==> config.mk <==
export PLATFORM = sky130hd
export DESIGN_NAME = heap_page_usage_map_flat
export DESIGN_NICKNAME = d
export VERILOG_FILES = /design/src/rtl/hpum_pkg.sv /design/src/rtl/hpum_if.sv /design/src/rtl/hpum_ctrl.sv /design/src/rtl/hpum_datapath.sv /design/src/rtl/heap_page_usage_map.sv /design/src/flat_wrapper.sv
export SDC_FILE = /design/constraint.sdc
export NUM_CORES = 2
export LEC_CHECK = 0
export BUFFER_PORTS_ARGS = -buffer_cell sky130_fd_sc_hd__buf_2
export CORE_MARGIN = 1
export CORE_UTILIZATION = 55
export CTS_CLUSTER_DIAMETER = 50
export DETAILED_ROUTE_END_ITERATION = 12
export PLACE_DENSITY = 0.71
export SLEW_MARGIN = 10
export SYNTH_ARGS = -nofsm -noshare
export SYNTH_HDL_FRONTEND = slang
export SYNTH_SLANG_ARGS = --single-unit
==> constraint.sdc <==
create_clock -name clk -period 15.4 [get_ports clk]
set_input_delay 0.77 -clock clk [delete_from_list [all_inputs] [get_ports clk]]
set_output_delay 0.77 -clock clk [all_outputs]
set_load 0.02 [all_outputs]
==> src/rtl/hpum_pkg.sv <==
// ----------------------------------------------------------------------------
// hpum_pkg: shared definitions for the heap page usage map
// Item kinds, class codes, page record layout, controller states and the
// command and status groups between the controller and the datapath.
// ----------------------------------------------------------------------------
package hpum_pkg;

  // Item kinds
  localparam logic [1:0] KIND_ALLOC  = 2'd0;
  localparam logic [1:0] KIND_READ   = 2'd1;
  localparam logic [1:0] KIND_WINDOW = 2'd2;
  localparam logic [1:0] KIND_UNUSED = 2'd3;

  // Tag classes; codes above other act as other
  localparam logic [3:0] CLASS_VM_HEAP    = 4'd0;
  localparam logic [3:0] CLASS_WIFI       = 4'd1;
  localparam logic [3:0] CLASS_LWIP       = 4'd2;
  localparam logic [3:0] CLASS_EXT_BYTES  = 4'd3;
  localparam logic [3:0] CLASS_EXT_STRING = 4'd4;
  localparam logic [3:0] CLASS_BIGNUM     = 4'd5;
  localparam logic [3:0] CLASS_OVERHEAD   = 4'd6;
  localparam logic [3:0] CLASS_FREE       = 4'd7;
  localparam logic [3:0] CLASS_OTHER      = 4'd8;

  // Page record: flags in the low bits, byte count in units of 8 above
  localparam int FLAG_W = 7;
  localparam int CNT_W  = 9;
  localparam int REC_W  = FLAG_W + CNT_W;

  localparam logic [FLAG_W-1:0] FLAG_MANAGED  = 7'h01;
  localparam logic [FLAG_W-1:0] FLAG_VM_HEAP  = 7'h02;
  localparam logic [FLAG_W-1:0] FLAG_EXTERNAL = 7'h04;
  localparam logic [FLAG_W-1:0] FLAG_TLS      = 7'h08;
  localparam logic [FLAG_W-1:0] FLAG_BUFFERS  = 7'h10;
  localparam logic [FLAG_W-1:0] FLAG_MISC     = 7'h20;
  localparam logic [FLAG_W-1:0] FLAG_MERGE    = 7'h40;

  localparam logic [CNT_W-1:0] COUNT_MAX = 9'd511;
  localparam logic [11:0]      BYTES_MAX = 12'd4088;
  localparam logic [6:0]       PERCENT_FULL = 7'd100;

  // Byte count (12 bits) times 100 fits in 19 bits
  localparam int PROD_W = 19;
  // Read index widened to cover the largest window
  localparam int IDX_EXT_W = 11;

  typedef enum logic [2:0] {
    ST_IDLE,
    ST_CLEAR,
    ST_CHECK,
    ST_PG_READ,
    ST_PG_WRITE,
    ST_RD_READ,
    ST_RD_DONE
  } hpum_state_t;

  typedef struct packed {
    logic in_ready;
    logic take;
    logic check;
    logic page_first;
    logic page_inc;
    logic pg_rd;
    logic rd_idx;
    logic rec_wr;
    logic clear_wr;
    logic load_out;
  } hpum_cmd_t;

  typedef struct packed {
    logic       in_valid;
    logic [1:0] in_kind;
    logic       span_ok;
    logic       is_last;
    logic       at_last_page;
    logic       out_busy;
  } hpum_sts_t;

  // Flag that a tag class sets on each covered page
  function automatic logic [FLAG_W-1:0] class_flag(input logic [3:0] cls);
    logic [FLAG_W-1:0] f;
    unique case (cls)
      CLASS_VM_HEAP:                     f = FLAG_VM_HEAP;
      CLASS_WIFI, CLASS_LWIP:            f = FLAG_BUFFERS;
      CLASS_EXT_BYTES, CLASS_EXT_STRING: f = FLAG_EXTERNAL;
      CLASS_BIGNUM:                      f = FLAG_TLS;
      CLASS_OVERHEAD, CLASS_FREE:        f = '0;
      default:                           f = FLAG_MISC;
    endcase
    return f;
  endfunction

endpackage

==> src/rtl/hpum_if.sv <==
// ----------------------------------------------------------------------------
// hpum_if: request and response channels of the heap page usage map
// Valid/ready channels; a word moves on a clock edge with both high.
// ----------------------------------------------------------------------------
interface hpum_in_if;
  logic        valid;
  logic        ready;
  logic [1:0]  kind;
  logic [3:0]  tag_class;
  logic [31:0] address;
  logic [31:0] span_bytes;
  logic [6:0]  page_index;

  modport source (output valid, kind, tag_class, address, span_bytes, page_index,
                  input ready);
  modport sink   (input valid, kind, tag_class, address, span_bytes, page_index,
                  output ready);
endinterface

interface hpum_out_if;
  logic       valid;
  logic       ready;
  logic [6:0] page_flags;
  logic [6:0] fullness_percent;

  modport source (output valid, page_flags, fullness_percent, input ready);
  modport sink   (input valid, page_flags, fullness_percent, output ready);
endinterface

==> src/rtl/hpum_ctrl.sv <==
// ----------------------------------------------------------------------------
// hpum_ctrl: sequencer of the heap page usage map
// Dispatches each request word and steps the datapath through clear passes,
// per-page read-modify-write and record reads.
// ----------------------------------------------------------------------------
module hpum_ctrl (
  input  logic                clk,
  input  logic                rst,
  input  hpum_pkg::hpum_sts_t sts,
  output hpum_pkg::hpum_cmd_t cmd
);

  hpum_pkg::hpum_state_t state;
  hpum_pkg::hpum_state_t state_next;

  // State register; reset starts a clear pass
  always_ff @(posedge clk) begin
    if (rst) begin
      state <= hpum_pkg::ST_CLEAR;
    end else begin
      state <= state_next;
    end
  end

  // Next state
  always_comb begin
    state_next = state;
    unique case (state)
      hpum_pkg::ST_IDLE: begin
        if (sts.in_valid) begin
          unique case (sts.in_kind)
            hpum_pkg::KIND_ALLOC:  state_next = hpum_pkg::ST_CHECK;
            hpum_pkg::KIND_READ:   state_next = hpum_pkg::ST_RD_READ;
            hpum_pkg::KIND_WINDOW: state_next = hpum_pkg::ST_CLEAR;
            default:               state_next = hpum_pkg::ST_IDLE;
          endcase
        end
      end
      hpum_pkg::ST_CLEAR: begin
        if (sts.at_last_page) state_next = hpum_pkg::ST_IDLE;
      end
      hpum_pkg::ST_CHECK: begin
        state_next = sts.span_ok ? hpum_pkg::ST_PG_READ : hpum_pkg::ST_IDLE;
      end
      hpum_pkg::ST_PG_READ: begin
        state_next = hpum_pkg::ST_PG_WRITE;
      end
      hpum_pkg::ST_PG_WRITE: begin
        state_next = sts.is_last ? hpum_pkg::ST_IDLE : hpum_pkg::ST_PG_READ;
      end
      hpum_pkg::ST_RD_READ: begin
        state_next = hpum_pkg::ST_RD_DONE;
      end
      hpum_pkg::ST_RD_DONE: begin
        if (!sts.out_busy) state_next = hpum_pkg::ST_IDLE;
      end
      default: state_next = hpum_pkg::ST_IDLE;
    endcase
  end

  // Commands to the datapath
  always_comb begin
    cmd = '0;
    unique case (state)
      hpum_pkg::ST_IDLE: begin
        cmd.in_ready = 1'b1;
        cmd.take     = sts.in_valid;
      end
      hpum_pkg::ST_CLEAR: begin
        cmd.clear_wr = 1'b1;
        cmd.page_inc = !sts.at_last_page;
      end
      hpum_pkg::ST_CHECK: begin
        cmd.check      = 1'b1;
        cmd.page_first = sts.span_ok;
      end
      hpum_pkg::ST_PG_READ: begin
        cmd.pg_rd = 1'b1;
      end
      hpum_pkg::ST_PG_WRITE: begin
        cmd.rec_wr   = 1'b1;
        cmd.page_inc = !sts.is_last;
      end
      hpum_pkg::ST_RD_READ: begin
        cmd.rd_idx = 1'b1;
      end
      hpum_pkg::ST_RD_DONE: begin
        cmd.load_out = !sts.out_busy;
      end
      default: cmd = '0;
    endcase
  end

endmodule

==> src/rtl/hpum_datapath.sv <==
// ----------------------------------------------------------------------------
// hpum_datapath: page record store and arithmetic of the heap page usage map
// Holds the request word, window base, page counter, record memory, span and
// overlap arithmetic, fullness percentage and the response register.
// ----------------------------------------------------------------------------
module hpum_datapath #(
  parameter int PAGE_COUNT     = 128,
  parameter int PAGE_SIZE_LOG2 = 12
) (
  input  logic                clk,
  input  logic                rst,
  hpum_in_if.sink             req,
  hpum_out_if.source          rsp,
  input  hpum_pkg::hpum_cmd_t cmd,
  output hpum_pkg::hpum_sts_t sts
);

  localparam int AW    = (PAGE_COUNT > 1) ? $clog2(PAGE_COUNT) : 1;
  localparam int OFF_W = $clog2(PAGE_COUNT + 1) + PAGE_SIZE_LOG2;
  localparam int OVL_W = PAGE_SIZE_LOG2 + 1;
  localparam int SUM_W = (PAGE_SIZE_LOG2 + 2 > 13) ? PAGE_SIZE_LOG2 + 2 : 13;
  localparam logic [32:0]      WIN_BYTES  = 33'(PAGE_COUNT) << PAGE_SIZE_LOG2;
  localparam logic [31:0]      PAGE_MASK  = ~((32'd1 << PAGE_SIZE_LOG2) - 32'd1);
  localparam logic [OFF_W-1:0] PAGE_BYTES = OFF_W'(1) << PAGE_SIZE_LOG2;
  localparam logic [AW-1:0]    LAST_PAGE  = AW'(PAGE_COUNT - 1);

  // Request word
  logic [3:0]  cls;
  logic [31:0] addr;
  logic [31:0] span;
  logic [32:0] end_addr;
  logic [AW-1:0] idx_addr;
  logic        idx_ok;
  logic [hpum_pkg::IDX_EXT_W-1:0] idx_ext;

  // Window
  logic [31:0] base;
  logic [31:0] base_new;
  logic [32:0] win_end;

  // Span walk
  logic [OFF_W-1:0] off_s;
  logic [OFF_W-1:0] off_e;
  logic [32:0]      off_s_full;
  logic [32:0]      off_e_full;
  logic [AW-1:0]    page;
  logic [OVL_W-1:0] ovl;
  logic             is_last;
  logic             span_ok;

  // Segment of the span inside the current page
  logic [OFF_W-1:0] pg_s;
  logic [OFF_W-1:0] pg_e;
  logic [OFF_W-1:0] seg_s;
  logic [OFF_W-1:0] seg_e;
  logic [OFF_W-1:0] seg_len;
  logic [OFF_W-1:0] last_off;

  // Record memory
  logic [hpum_pkg::REC_W-1:0] mem [PAGE_COUNT];
  logic [hpum_pkg::REC_W-1:0] rdata;
  logic [hpum_pkg::REC_W-1:0] new_rec;
  logic [AW-1:0]              rd_addr;

  // Record update
  logic [hpum_pkg::CNT_W-1:0]  old_cnt;
  logic [hpum_pkg::CNT_W-1:0]  new_cnt;
  logic [hpum_pkg::FLAG_W-1:0] new_flags;
  logic [SUM_W-1:0]            sum;
  logic [SUM_W-1:0]            sat_bytes;

  // Fullness
  logic [hpum_pkg::PROD_W-1:0] prod;
  logic [hpum_pkg::PROD_W-1:0] scaled;
  logic [6:0]                  pct;

  // Response register
  logic       out_valid;
  logic [6:0] out_flags;
  logic [6:0] out_pct;

  // Hold the request word
  assign idx_ext = hpum_pkg::IDX_EXT_W'(req.page_index);

  always_ff @(posedge clk) begin
    if (cmd.take) begin
      cls      <= req.tag_class;
      addr     <= req.address;
      span     <= req.span_bytes;
      end_addr <= {1'b0, req.address} + {1'b0, req.span_bytes};
      idx_addr <= idx_ext[AW-1:0];
      idx_ok   <= idx_ext < hpum_pkg::IDX_EXT_W'(PAGE_COUNT);
    end
  end

  // Load a new window base, page aligned
  assign base_new = req.address & PAGE_MASK;

  always_ff @(posedge clk) begin
    if (rst) begin
      base    <= '0;
      win_end <= WIN_BYTES;
    end else if (cmd.take && req.kind == hpum_pkg::KIND_WINDOW) begin
      base    <= base_new;
      win_end <= {1'b0, base_new} + WIN_BYTES;
    end
  end

  // Check the span against the window
  assign span_ok    = (span != '0) && (addr >= base) && (end_addr <= win_end);
  assign off_s_full = {1'b0, addr} - {1'b0, base};
  assign off_e_full = end_addr - {1'b0, base};

  always_ff @(posedge clk) begin
    if (cmd.check) begin
      off_s <= off_s_full[OFF_W-1:0];
      off_e <= off_e_full[OFF_W-1:0];
    end
  end

  // Page counter
  always_ff @(posedge clk) begin
    if (rst) begin
      page <= '0;
    end else if (cmd.take) begin
      page <= '0;
    end else if (cmd.page_first) begin
      page <= off_s_full[PAGE_SIZE_LOG2+AW-1:PAGE_SIZE_LOG2];
    end else if (cmd.page_inc) begin
      page <= page + AW'(1);
    end
  end

  // Overlap of the span with the current page
  assign pg_s     = OFF_W'(page) << PAGE_SIZE_LOG2;
  assign pg_e     = pg_s + PAGE_BYTES;
  assign seg_s    = (off_s > pg_s) ? off_s : pg_s;
  assign seg_e    = (off_e < pg_e) ? off_e : pg_e;
  assign seg_len  = seg_e - seg_s;
  assign last_off = off_e - OFF_W'(1);

  always_ff @(posedge clk) begin
    if (cmd.pg_rd) begin
      ovl     <= seg_len[OVL_W-1:0];
      is_last <= page == last_off[PAGE_SIZE_LOG2+AW-1:PAGE_SIZE_LOG2];
    end
  end

  // Merge the overlap into the stored record
  assign old_cnt   = rdata[hpum_pkg::REC_W-1:hpum_pkg::FLAG_W];
  assign sum       = SUM_W'({old_cnt, 3'b000}) + SUM_W'(ovl);
  assign sat_bytes = (sum > SUM_W'(hpum_pkg::BYTES_MAX)) ? SUM_W'(hpum_pkg::BYTES_MAX) : sum;
  assign new_cnt   = (cls == hpum_pkg::CLASS_FREE) ? old_cnt : sat_bytes[11:3];
  assign new_flags = rdata[hpum_pkg::FLAG_W-1:0] | hpum_pkg::FLAG_MANAGED
                   | hpum_pkg::class_flag(cls)
                   | (is_last ? '0 : hpum_pkg::FLAG_MERGE);
  assign new_rec   = {new_cnt, new_flags};

  // Record memory: one write port, one registered read port
  assign rd_addr = cmd.rd_idx ? idx_addr : page;

  always_ff @(posedge clk) begin
    if (cmd.rec_wr || cmd.clear_wr) begin
      mem[page] <= cmd.clear_wr ? '0 : new_rec;
    end
    if (cmd.pg_rd || cmd.rd_idx) begin
      rdata <= mem[rd_addr];
    end
  end

  // Fullness percentage of the record just read
  assign prod   = hpum_pkg::PROD_W'({old_cnt, 3'b000})
                * hpum_pkg::PROD_W'(hpum_pkg::PERCENT_FULL);
  assign scaled = prod >> PAGE_SIZE_LOG2;
  assign pct    = (old_cnt == hpum_pkg::COUNT_MAX
                   || scaled > hpum_pkg::PROD_W'(hpum_pkg::PERCENT_FULL))
                ? hpum_pkg::PERCENT_FULL : scaled[6:0];

  // Response register
  always_ff @(posedge clk) begin
    if (rst) begin
      out_valid <= 1'b0;
    end else if (cmd.load_out) begin
      out_valid <= 1'b1;
    end else if (rsp.ready) begin
      out_valid <= 1'b0;
    end
  end

  always_ff @(posedge clk) begin
    if (cmd.load_out) begin
      out_flags <= idx_ok ? rdata[hpum_pkg::FLAG_W-1:0] : '0;
      out_pct   <= idx_ok ? pct : '0;
    end
  end

  assign rsp.valid            = out_valid;
  assign rsp.page_flags       = out_flags;
  assign rsp.fullness_percent = out_pct;
  assign req.ready            = cmd.in_ready;

  // Status to the controller
  assign sts.in_valid     = req.valid;
  assign sts.in_kind      = req.kind;
  assign sts.span_ok      = span_ok;
  assign sts.is_last      = is_last;
  assign sts.at_last_page = page == LAST_PAGE;
  assign sts.out_busy     = out_valid && !rsp.ready;

endmodule

==> src/rtl/heap_page_usage_map.sv <==
// ----------------------------------------------------------------------------
// heap_page_usage_map: usage records for a window of heap pages
// Top level joining the sequencer and the record datapath.
// ----------------------------------------------------------------------------
// Usage:
//   req carries one request word per handshake: register an allocation
//   (kind 0), read a page record (kind 1) or start a new window (kind 2).
//   rsp carries one word (page flags, fullness percent) per read request.
//   Sequence from the edge that takes a word until req.ready is high again:
//     read:       the record is read, then loaded into the response register,
//                 a step that waits while rsp holds an earlier result.
//     allocation: a window check, then one read and one write of the record
//                 memory per covered page; only the check if it is ignored.
//     window:     all PAGE_COUNT records cleared, one record cleared per cycle.
//   After reset the block clears all PAGE_COUNT records, one per cycle, with
//   req.ready low, and the window base is zero.
//   The response register lets the next request be taken while a read
//   result waits; a later read waits for rsp to drain before it completes.
// ----------------------------------------------------------------------------
module heap_page_usage_map #(
  parameter int PAGE_COUNT     = 128,
  parameter int PAGE_SIZE_LOG2 = 12
) (
  input  logic       clk,
  input  logic       rst,
  hpum_in_if.sink    req,
  hpum_out_if.source rsp
);

  hpum_pkg::hpum_cmd_t cmd;
  hpum_pkg::hpum_sts_t sts;

  hpum_ctrl u_ctrl (
    .clk (clk),
    .rst (rst),
    .sts (sts),
    .cmd (cmd)
  );

  hpum_datapath #(
    .PAGE_COUNT     (PAGE_COUNT),
    .PAGE_SIZE_LOG2 (PAGE_SIZE_LOG2)
  ) u_datapath (
    .clk (clk),
    .rst (rst),
    .req (req),
    .rsp (rsp),
    .cmd (cmd),
    .sts (sts)
  );

  // No new word is taken during a clear pass
  a_clear_blocks_input: assert property (@(posedge clk) disable iff (rst)
    cmd.clear_wr |-> !req.ready)
    else $error("request taken during clear pass");

  // A result is never loaded over one still waiting
  a_no_result_overwrite: assert property (@(posedge clk) disable iff (rst)
    cmd.load_out |-> !sts.out_busy)
    else $error("result loaded while response stalled");

  // Record update and clear never share the write port
  a_single_write: assert property (@(posedge clk) disable iff (rst)
    !(cmd.rec_wr && cmd.clear_wr))
    else $error("record write and clear in one cycle");

  // A read request keeps the input closed on the next cycle
  a_read_busy: assert property (@(posedge clk) disable iff (rst)
    (req.valid && req.ready && req.kind == hpum_pkg::KIND_READ) |=> !req.ready)
    else $error("input open while a read is in progress");

endmodule

==> src/flat_wrapper.sv <==
// flat-port wrapper written by rule: the top's interface ports become plain ports
module heap_page_usage_map_flat 
#(
  parameter int PAGE_COUNT     = 128,
  parameter int PAGE_SIZE_LOG2 = 12
)
  (clk, rst, req_valid, req_kind, req_tag_class, req_address, req_span_bytes, req_page_index, req_ready, rsp_valid, rsp_page_flags, rsp_fullness_percent, rsp_ready);
  hpum_in_if req_i ();
  hpum_out_if rsp_i ();
  input  logic clk;
  input  logic rst;
  input wire logic [$bits(req_i.valid)-1:0] req_valid;
  input wire logic [$bits(req_i.kind)-1:0] req_kind;
  input wire logic [$bits(req_i.tag_class)-1:0] req_tag_class;
  input wire logic [$bits(req_i.address)-1:0] req_address;
  input wire logic [$bits(req_i.span_bytes)-1:0] req_span_bytes;
  input wire logic [$bits(req_i.page_index)-1:0] req_page_index;
  output wire logic [$bits(req_i.ready)-1:0] req_ready;
  output wire logic [$bits(rsp_i.valid)-1:0] rsp_valid;
  output wire logic [$bits(rsp_i.page_flags)-1:0] rsp_page_flags;
  output wire logic [$bits(rsp_i.fullness_percent)-1:0] rsp_fullness_percent;
  input wire logic [$bits(rsp_i.ready)-1:0] rsp_ready;
  assign req_i.valid = req_valid;
  assign req_i.kind = req_kind;
  assign req_i.tag_class = req_tag_class;
  assign req_i.address = req_address;
  assign req_i.span_bytes = req_span_bytes;
  assign req_i.page_index = req_page_index;
  assign req_ready = req_i.ready;
  assign rsp_valid = rsp_i.valid;
  assign rsp_page_flags = rsp_i.page_flags;
  assign rsp_fullness_percent = rsp_i.fullness_percent;
  assign rsp_i.ready = rsp_ready;
  heap_page_usage_map #(.PAGE_COUNT(PAGE_COUNT), .PAGE_SIZE_LOG2(PAGE_SIZE_LOG2)) u_core (.clk(clk), .rst(rst), .req(req_i), .rsp(rsp_i));
endmodule
# Word-level counts from Yosys, hierarchy flattened
# Memories as Yosys holds them, arrays and structs flattened. A register that Yosys moved wholly into a read port is not among the register bits.
# Cells that the tools add are included.
[totals]
in_bits = 81
ram_bits = 2048
register_bits = 241
mem_bits_ro = 32
memories = 2
elab_cells = 105
out_inout_bits = 16
[mem_list]
columns = ["memory", "words", "width", "rd", "rd_clocked_by_memory_dff", "wr", "line_no", "text"]
rows = [
  ["u_core.u_datapath.mem", 128, 16, 1, 1, 1, "hpum_datapath.sv:60", "logic [hpum_pkg::REC_W-1:0] mem [PAGE_COUNT];"],
  ["(name not given)", 8, 4, 1, 1, 0, "hpum_pkg.sv:82", "unique case (cls)"],
]
[op_classes]
reduce_logical = 19
eq_ne = 15
magnitude_cmp = 7
multipliers = 1
mux = 31
add_sub_neg = 9
bitwise = 3
[ops]
columns = ["operator", "n"]
rows = [
  ["7-bit two-way mux", 6],
  ["20-bit subtractor", 2],
  ["32-bit by 20-bit adder with 33-bit output (second input constant)", 1],
  ["32-bit by 32-bit adder with 33-bit output", 1],
  ["33-bit less-or-equal comparator", 1],
  ["32-bit greater-or-equal comparator", 1],
  ["32-bit nonzero test", 1],
  ["13-bit two-way mux", 2],
  ["3-bit one-hot mux with 7 select lines", 1],
  ["19-bit by 13-bit adder with 20-bit output (second input constant)", 1],
  ["20-bit by 19-bit greater-than comparator with 1-bit output", 1],
  ["20-bit < comparator", 1],
  ["19-bit by 1-bit subtractor with 19-bit output (second input constant)", 1],
  ["16-bit two-way mux", 1],
  ["12-bit by 13-bit adder with 14-bit output", 1],
  ["14-bit by 12-bit greater-than comparator with 1-bit output (second input constant)", 1],
  ["9-bit by 5-bit multiplier with 14-bit output (second input constant)", 1],
  ["7-bit bitwise OR", 2],
  ["13-bit subtractor", 1],
  ["12-bit two-way mux", 1],
  ["3-bit two-way mux", 4],
  ["3-bit equality test (second input constant)", 3],
  ["9-bit equality test (second input constant)", 1],
  ["1-bit two-way mux", 9],
  ["24 further kinds", 40],
]

# Depth between registers and ports, before layout
[logic_depth]
ltp_word = 5
mapped_depth = 23
depth_no_buf = 20

# Cells and area by module
# A second synthesis with hierarchy kept.
[unflattened]
hier_cells = 7057
hier_area_um2 = 95138.7
[modules_own_cells]
columns = ["module", "instances", "area_per_inst_um2", "seq_area_each_um2", "cells_each"]
rows = [
  ["hpum_datapath", 1, 94767.1, 68095.3, 7009],
  ["hpum_ctrl", 1, 371.6, 60.1, 48],
]

# Worst setup path after synthesis
# OpenSTA, ideal clock, no wires.
[synth_path]
path_type = "reg2reg"
from = "register u_core.u_ctrl.state[2]"
to = "memory u_core.u_datapath.mem[0][14] (netlist bit), data pin"
arrival_time_ns = 7.074
required_ns = 14.509
setup_ns = 0.891
period_less_slack_ns = 7.965
stages_incl_launch_ff = 9
slack_ns = 7.435
cell_sequence = "dfxtp_1 -> buf_1 -> nor2_1 -> and2_1 -> clkbuf_1 -> inv_1 -> clkbuf_1 -> o21ai_0 -> a21oi_1"
[synth_between]
elab_chain_cells = 3
[synth_rtl]
columns = ["item", "line_no", "text"]
rows = [
  ["start: declaration", "hpum_ctrl.sv:13", "hpum_pkg::hpum_state_t state;"],
  ["start signal: assignment", "hpum_ctrl.sv:19", "state <= hpum_pkg::ST_CLEAR;"],
  ["start signal: assignment", "hpum_ctrl.sv:21", "state <= state_next;"],
  ["3-bit by 1-bit equality test with 1-bit output", "hpum_ctrl.sv:64", "unique case (state)"],
  ["1-bit two-way mux", "hpum_ctrl.sv:64", ""],
  ["16-bit two-way mux", "hpum_datapath.sv:164", "mem[page] <= cmd.clear_wr ? '0 : new_rec;"],
  ["end: declaration", "hpum_datapath.sv:60", ""],
]
# No other way between the ends.

# Worst setup path in the final report
[layout_path]
from = "register u_core.u_ctrl.state[2]"
to = "register u_core.u_datapath.rdata[6] (netlist bit), read port of u_core.u_datapath.mem, data pin"
[layout_between]
elab_chain_cells = 3
[layout_rtl]
columns = ["item", "line_no", "text"]
rows = [
  ["3-bit equality test / 3-bit by 2-bit equality test with 1-bit output (equally long branches)", "hpum_ctrl.sv:64", ""],
  ["1-bit two-way mux", "hpum_ctrl.sv:64", ""],
  ["7-bit two-way mux / 1-bit logical OR (equally long branches)", "hpum_datapath.sv:160, hpum_datapath.sv:166", ""],
  ["end: declaration", "hpum_datapath.sv:61", "logic [hpum_pkg::REC_W-1:0] rdata;"],
]
# Several ways; a longest one is shown, not always the timed one.
# A chain may end at the register's enable or synchronous reset.

==> metrics.md <==
| Metric | Value |
|---|---|
| Hold Crit Class | `in2reg` |
| Port bufs | `96` |
| Lkg Pwr | `31.8 nW` |
| Relative slew slack | `0.146` |
| WP data required | `15.98 ns` |
| Worst-skew pair later-pin latency | `0.89 ns` |
| Pins Over Slew Limit | `0` |
| Num rows | `150` |
| Via density | `6.36` |
| Flops & latches, synth | `2,286` |
| Vias in the first global route | `54,157` |
| Hold path startpoint | `req_page_index[2]` |
| Worst-path clk slew | `0.06 ns` |
| EDFF count, synth | `2,237` |
| PD cells | `123 mW/mm²` |
| Reg2reg start | `u_core.u_ctrl.state[2]$_SDFFE_PP0P_` |
| CP endpoint kind | `flop` |
| Worst slew pin tran | `1.28 ns` |
| Comb pwr share | `0.055` |
| Crit path launch | `u_core.u_ctrl.state[2]$_SDFFE_PP0P_` |
| Via count | `55,538` |
| Fmax | `174 MHz` |
| Syn avg cell area | `15.2 µm²` |
| Initial core utilization | `0.556` |
| Final wirelength | `242 mm` |
| Worst path max stage delay | `0.87 ns` |
| Status | `complete, no violations` |
| Htree depth | `4` |
| Remaining DRCs | `0` |
| Ys flop type | `edfxtp_1` |
| Period utilization | `0.373` |
| Height of the chip | `414 µm` |
| Multi-input logic area | `0.0235 mm²` |
| Area Growth Syn to Fin | `11.8%` |
| CTS Buf Count | `223` |
| Total GRT Usage | `0.285` |
| Final Critical Period | `5.75 ns` |
| Arrival time worst endpoint | `6.33 ns` |
| Flop pwr share | `0.525` |
| Ys Warns | `0` |
| Syn Inst Count | `6,137` |
| FF/Latch Area | `0.0682 mm²` |
| CTS tree | `done` |
| Post-synth ARST share | `0` |
| Antenna violations before repair | `14` |
| Clock Skews | `0.0632 ns` |
| Slowest-stage cell, CP | `o311ai_0` |
| Net Count, Synth | `6,370` |
| Buf+Inv Stages, Crit Path | `5` |
| Mapped cell area | `0.0932 mm²` |
| Worst vdd ir | `0.000163 V` |
| RSZ-0062 raised after global routing | `no` |
| Startpoint Class | `flop` |
| Clock tree buffer depth | `3` |
| CP max FO | `165` |
| DRT Pass-1 Iters | `8` |
| Global-route wire length before repair | `355 mm` |
| Cell count after placement | `8,320` |
| Gpl congestion | `0.881` |
| CP Cell Sequence | `nand3b_1, buf_4, a21oi_4, buf_4, buf_12, buf_4, buf_4, and3_1, a311oi_1, o311ai_0, nand4_1` |
| Final worst-path setup slack | `9.65 ns` |
| Synth unique cells | `69` |
| Top Family by Delay on Critical Path | `buffers and inverters` |
| Cts repair resizes | `0` |
| Most used cell, CP | `buf_4` |
| Post-CTS Setup Repair Bufs | `0` |
| Root Driver | `clkbuf_16` |
| FILL cells | `11,917` |
| Fin Setup TNS | `0 ns` |
| Layout Nets | `6,574` |
| IO Pins | `97` |
| Die area | `0.171 mm²` |
| Layout Cells excl Fill | `8,730` |
| Post-route ant nets | `0` |
| Share of the yosys chip area belonging to registers | `0.731` |
| Grt total ovfl | `0` |
| Final setup fails | `0` |
| Total clock sinks | `2,286` |
| P_sw | `0.00289 W` |
| Core Area | `0.168 mm²` |
| Pre-CTS setup slack | `9.68 ns` |
| Routed length per instance | `27.7 µm` |
| Clk pwr share | `0.420` |
| MaxCap Viol Count | `0` |
| Largest net degree at the start of global routing | `166` |
| Layout cell share with drive strength beyond 1 | `0.149` |
| Initial DRC count | `7,742` |
| CTS Hold Bufs | `0` |
| P_int | `0.00999 W` |
| Final hold vios | `0` |
| Hpwl dp | `141 mm` |
| Die Span X | `414 µm` |
| Final core occ | `0.621` |
| Crit path kind | `reg2reg` |
| Sw Share | `0.224` |
area by class of cell:
type                            instances  share of cell area
Inverter                              101             0.00366
Antenna cell                            4           0.0000960
Multi-Input combinational cell       3423               0.226
Sequential cell                      2286               0.654
Clock buffer                          277              0.0560
Tap cell                             2204              0.0265
Timing Repair Buffer                  306              0.0205
Clock inverter                        129              0.0138
cell usage after synthesis (all sizes together) (10+ instances only):
library cell,count,area [µm²]
a22oi,128,961
nand2b,16,100
and2,10,62.6
xnor2,61,534
o31ai,17,128
clkbuf,158,593
ha,144,1800
nand4,64,400
inv,101,379
or2,10,62.6
nor2,241,905
a21boi,22,165
nand2,1146,4300
nor2b,29,181
nor3,33,165
nor4,53,467
and3,82,513
dfxtp,49,981
nand3,577,2890
mux4,256,5770
a21o,30,225
xor2,25,219
a311oi,65,569
buf,169,882
o311ai,33,289
o21a,17,128
a211oi,26,200
edfxtp,2237,67200
a21oi,189,980
o21ai,52,260
power by group through the flow:
stage	sequential, W	combinational (W)	clock [W]
5_1_grt	0.00676	0.000760	0.00568
2_1_floorplan	0.00689	0.000473	0
3_5_place_dp	0.00689	0.000694	0
3_3_place_gp	0.00689	0.000683	0
4_1_cts	0.00676	0.000699	0.00545
6_report	0.00676	0.000706	0.00541
cells by family (layout without fill, tap and decap cells):
logic type / Yosys count / after routing / share of synthesized area
buf+inv: 428 / 813 / 0.0199
fa+ha+maj: 152 / 152 / 0.0210
simple gates: 2291 / 2291 / 0.110
mux: 267 / 267 / 0.0633
other cells: 0 / 4 / 0
xor+xnor: 86 / 86 / 0.00808
compound gates: 627 / 627 / 0.0462
flops: 2286 / 2286 / 0.731
routing by layer:
| layer | track usage | vias up | wire, µm |
|---|---|---|---|
| li1 | - | 23941 | - |
| met1 | 0.389 | 28007 | 92200 |
| met2 | 0.449 | 3041 | 115000 |
| met3 | 0.0574 | 539 | 24600 |
| met4 | 0.118 | 10 | 10400 |
| met5 | 0 | - | 60 |
flip-flops by register name, indices dropped and copies added (netlist names), 10 cells and up, named ones only:
signal	count
u_core.u_datapath.ovl	10
u_core.u_datapath.mem	2048
u_core.u_datapath.span	32
u_core.u_datapath.off_s	20
u_core.u_datapath.win_end	14
u_core.u_datapath.rdata	16
u_core.u_datapath.base	20
u_core.u_datapath.end_addr	33
u_core.u_datapath.addr	32
u_core.u_datapath.off_e	20
worst paths after layout:
path / end / slack (ns) / cells after the start
worst min-delay path: u_core.u_datapath.idx_addr[2]$_DFFE_PP_ / 0.05 / 1
worst max register to register: u_core.u_datapath.rdata[6]$_DFFE_PN_ / 9.65 / 11
worst max-delay path: u_core.u_datapath.rdata[6]$_DFFE_PN_ / 9.65 / 11
worst min register to register: u_core.u_datapath.off_s[7]$_DFFE_PN_ / 0.45 / 0
worst register-to-register path, stage by stage (launching register included):
cell,delay [ns]
dfxtp_1,0.63
nand3b_1,0.14
buf_4,0.27
a21oi_4,0.17
buf_4,0.60
buf_12,0.62
buf_4,0.80
buf_4,0.79
and3_1,0.31
a311oi_1,0.06
o311ai_0,0.87
nand4_1,0.18
placed cells by master (no fill, tap or decap), drive strengths merged, types with 49 or more instances in the layout:
cell type,instances
nand4,64
o21ai,52
a311oi,65
inv,115
ha,144
edfxtp,2237
clkbuf,277
buf,306
clkinv,83
xnor2,61
nor4,53
nand3,577
a22oi,128
nand2,1146
mux4,256
nor2,241
dfxtp,49
a21oi,189
and3,82
metrics by stage:
stage	power (W)	hold WS (ns)	area (µm²)
floorplan	0.00736	0.400	93200
global placement	0.00757	0.439	97000
detailed placement	0.00758	0.436	97000
CTS	0.0129	0.00434	104000
global route	0.0132	0.0333	104000
finish	0.0129	0.0513	104000
Power figures use the tool's default switching activity.
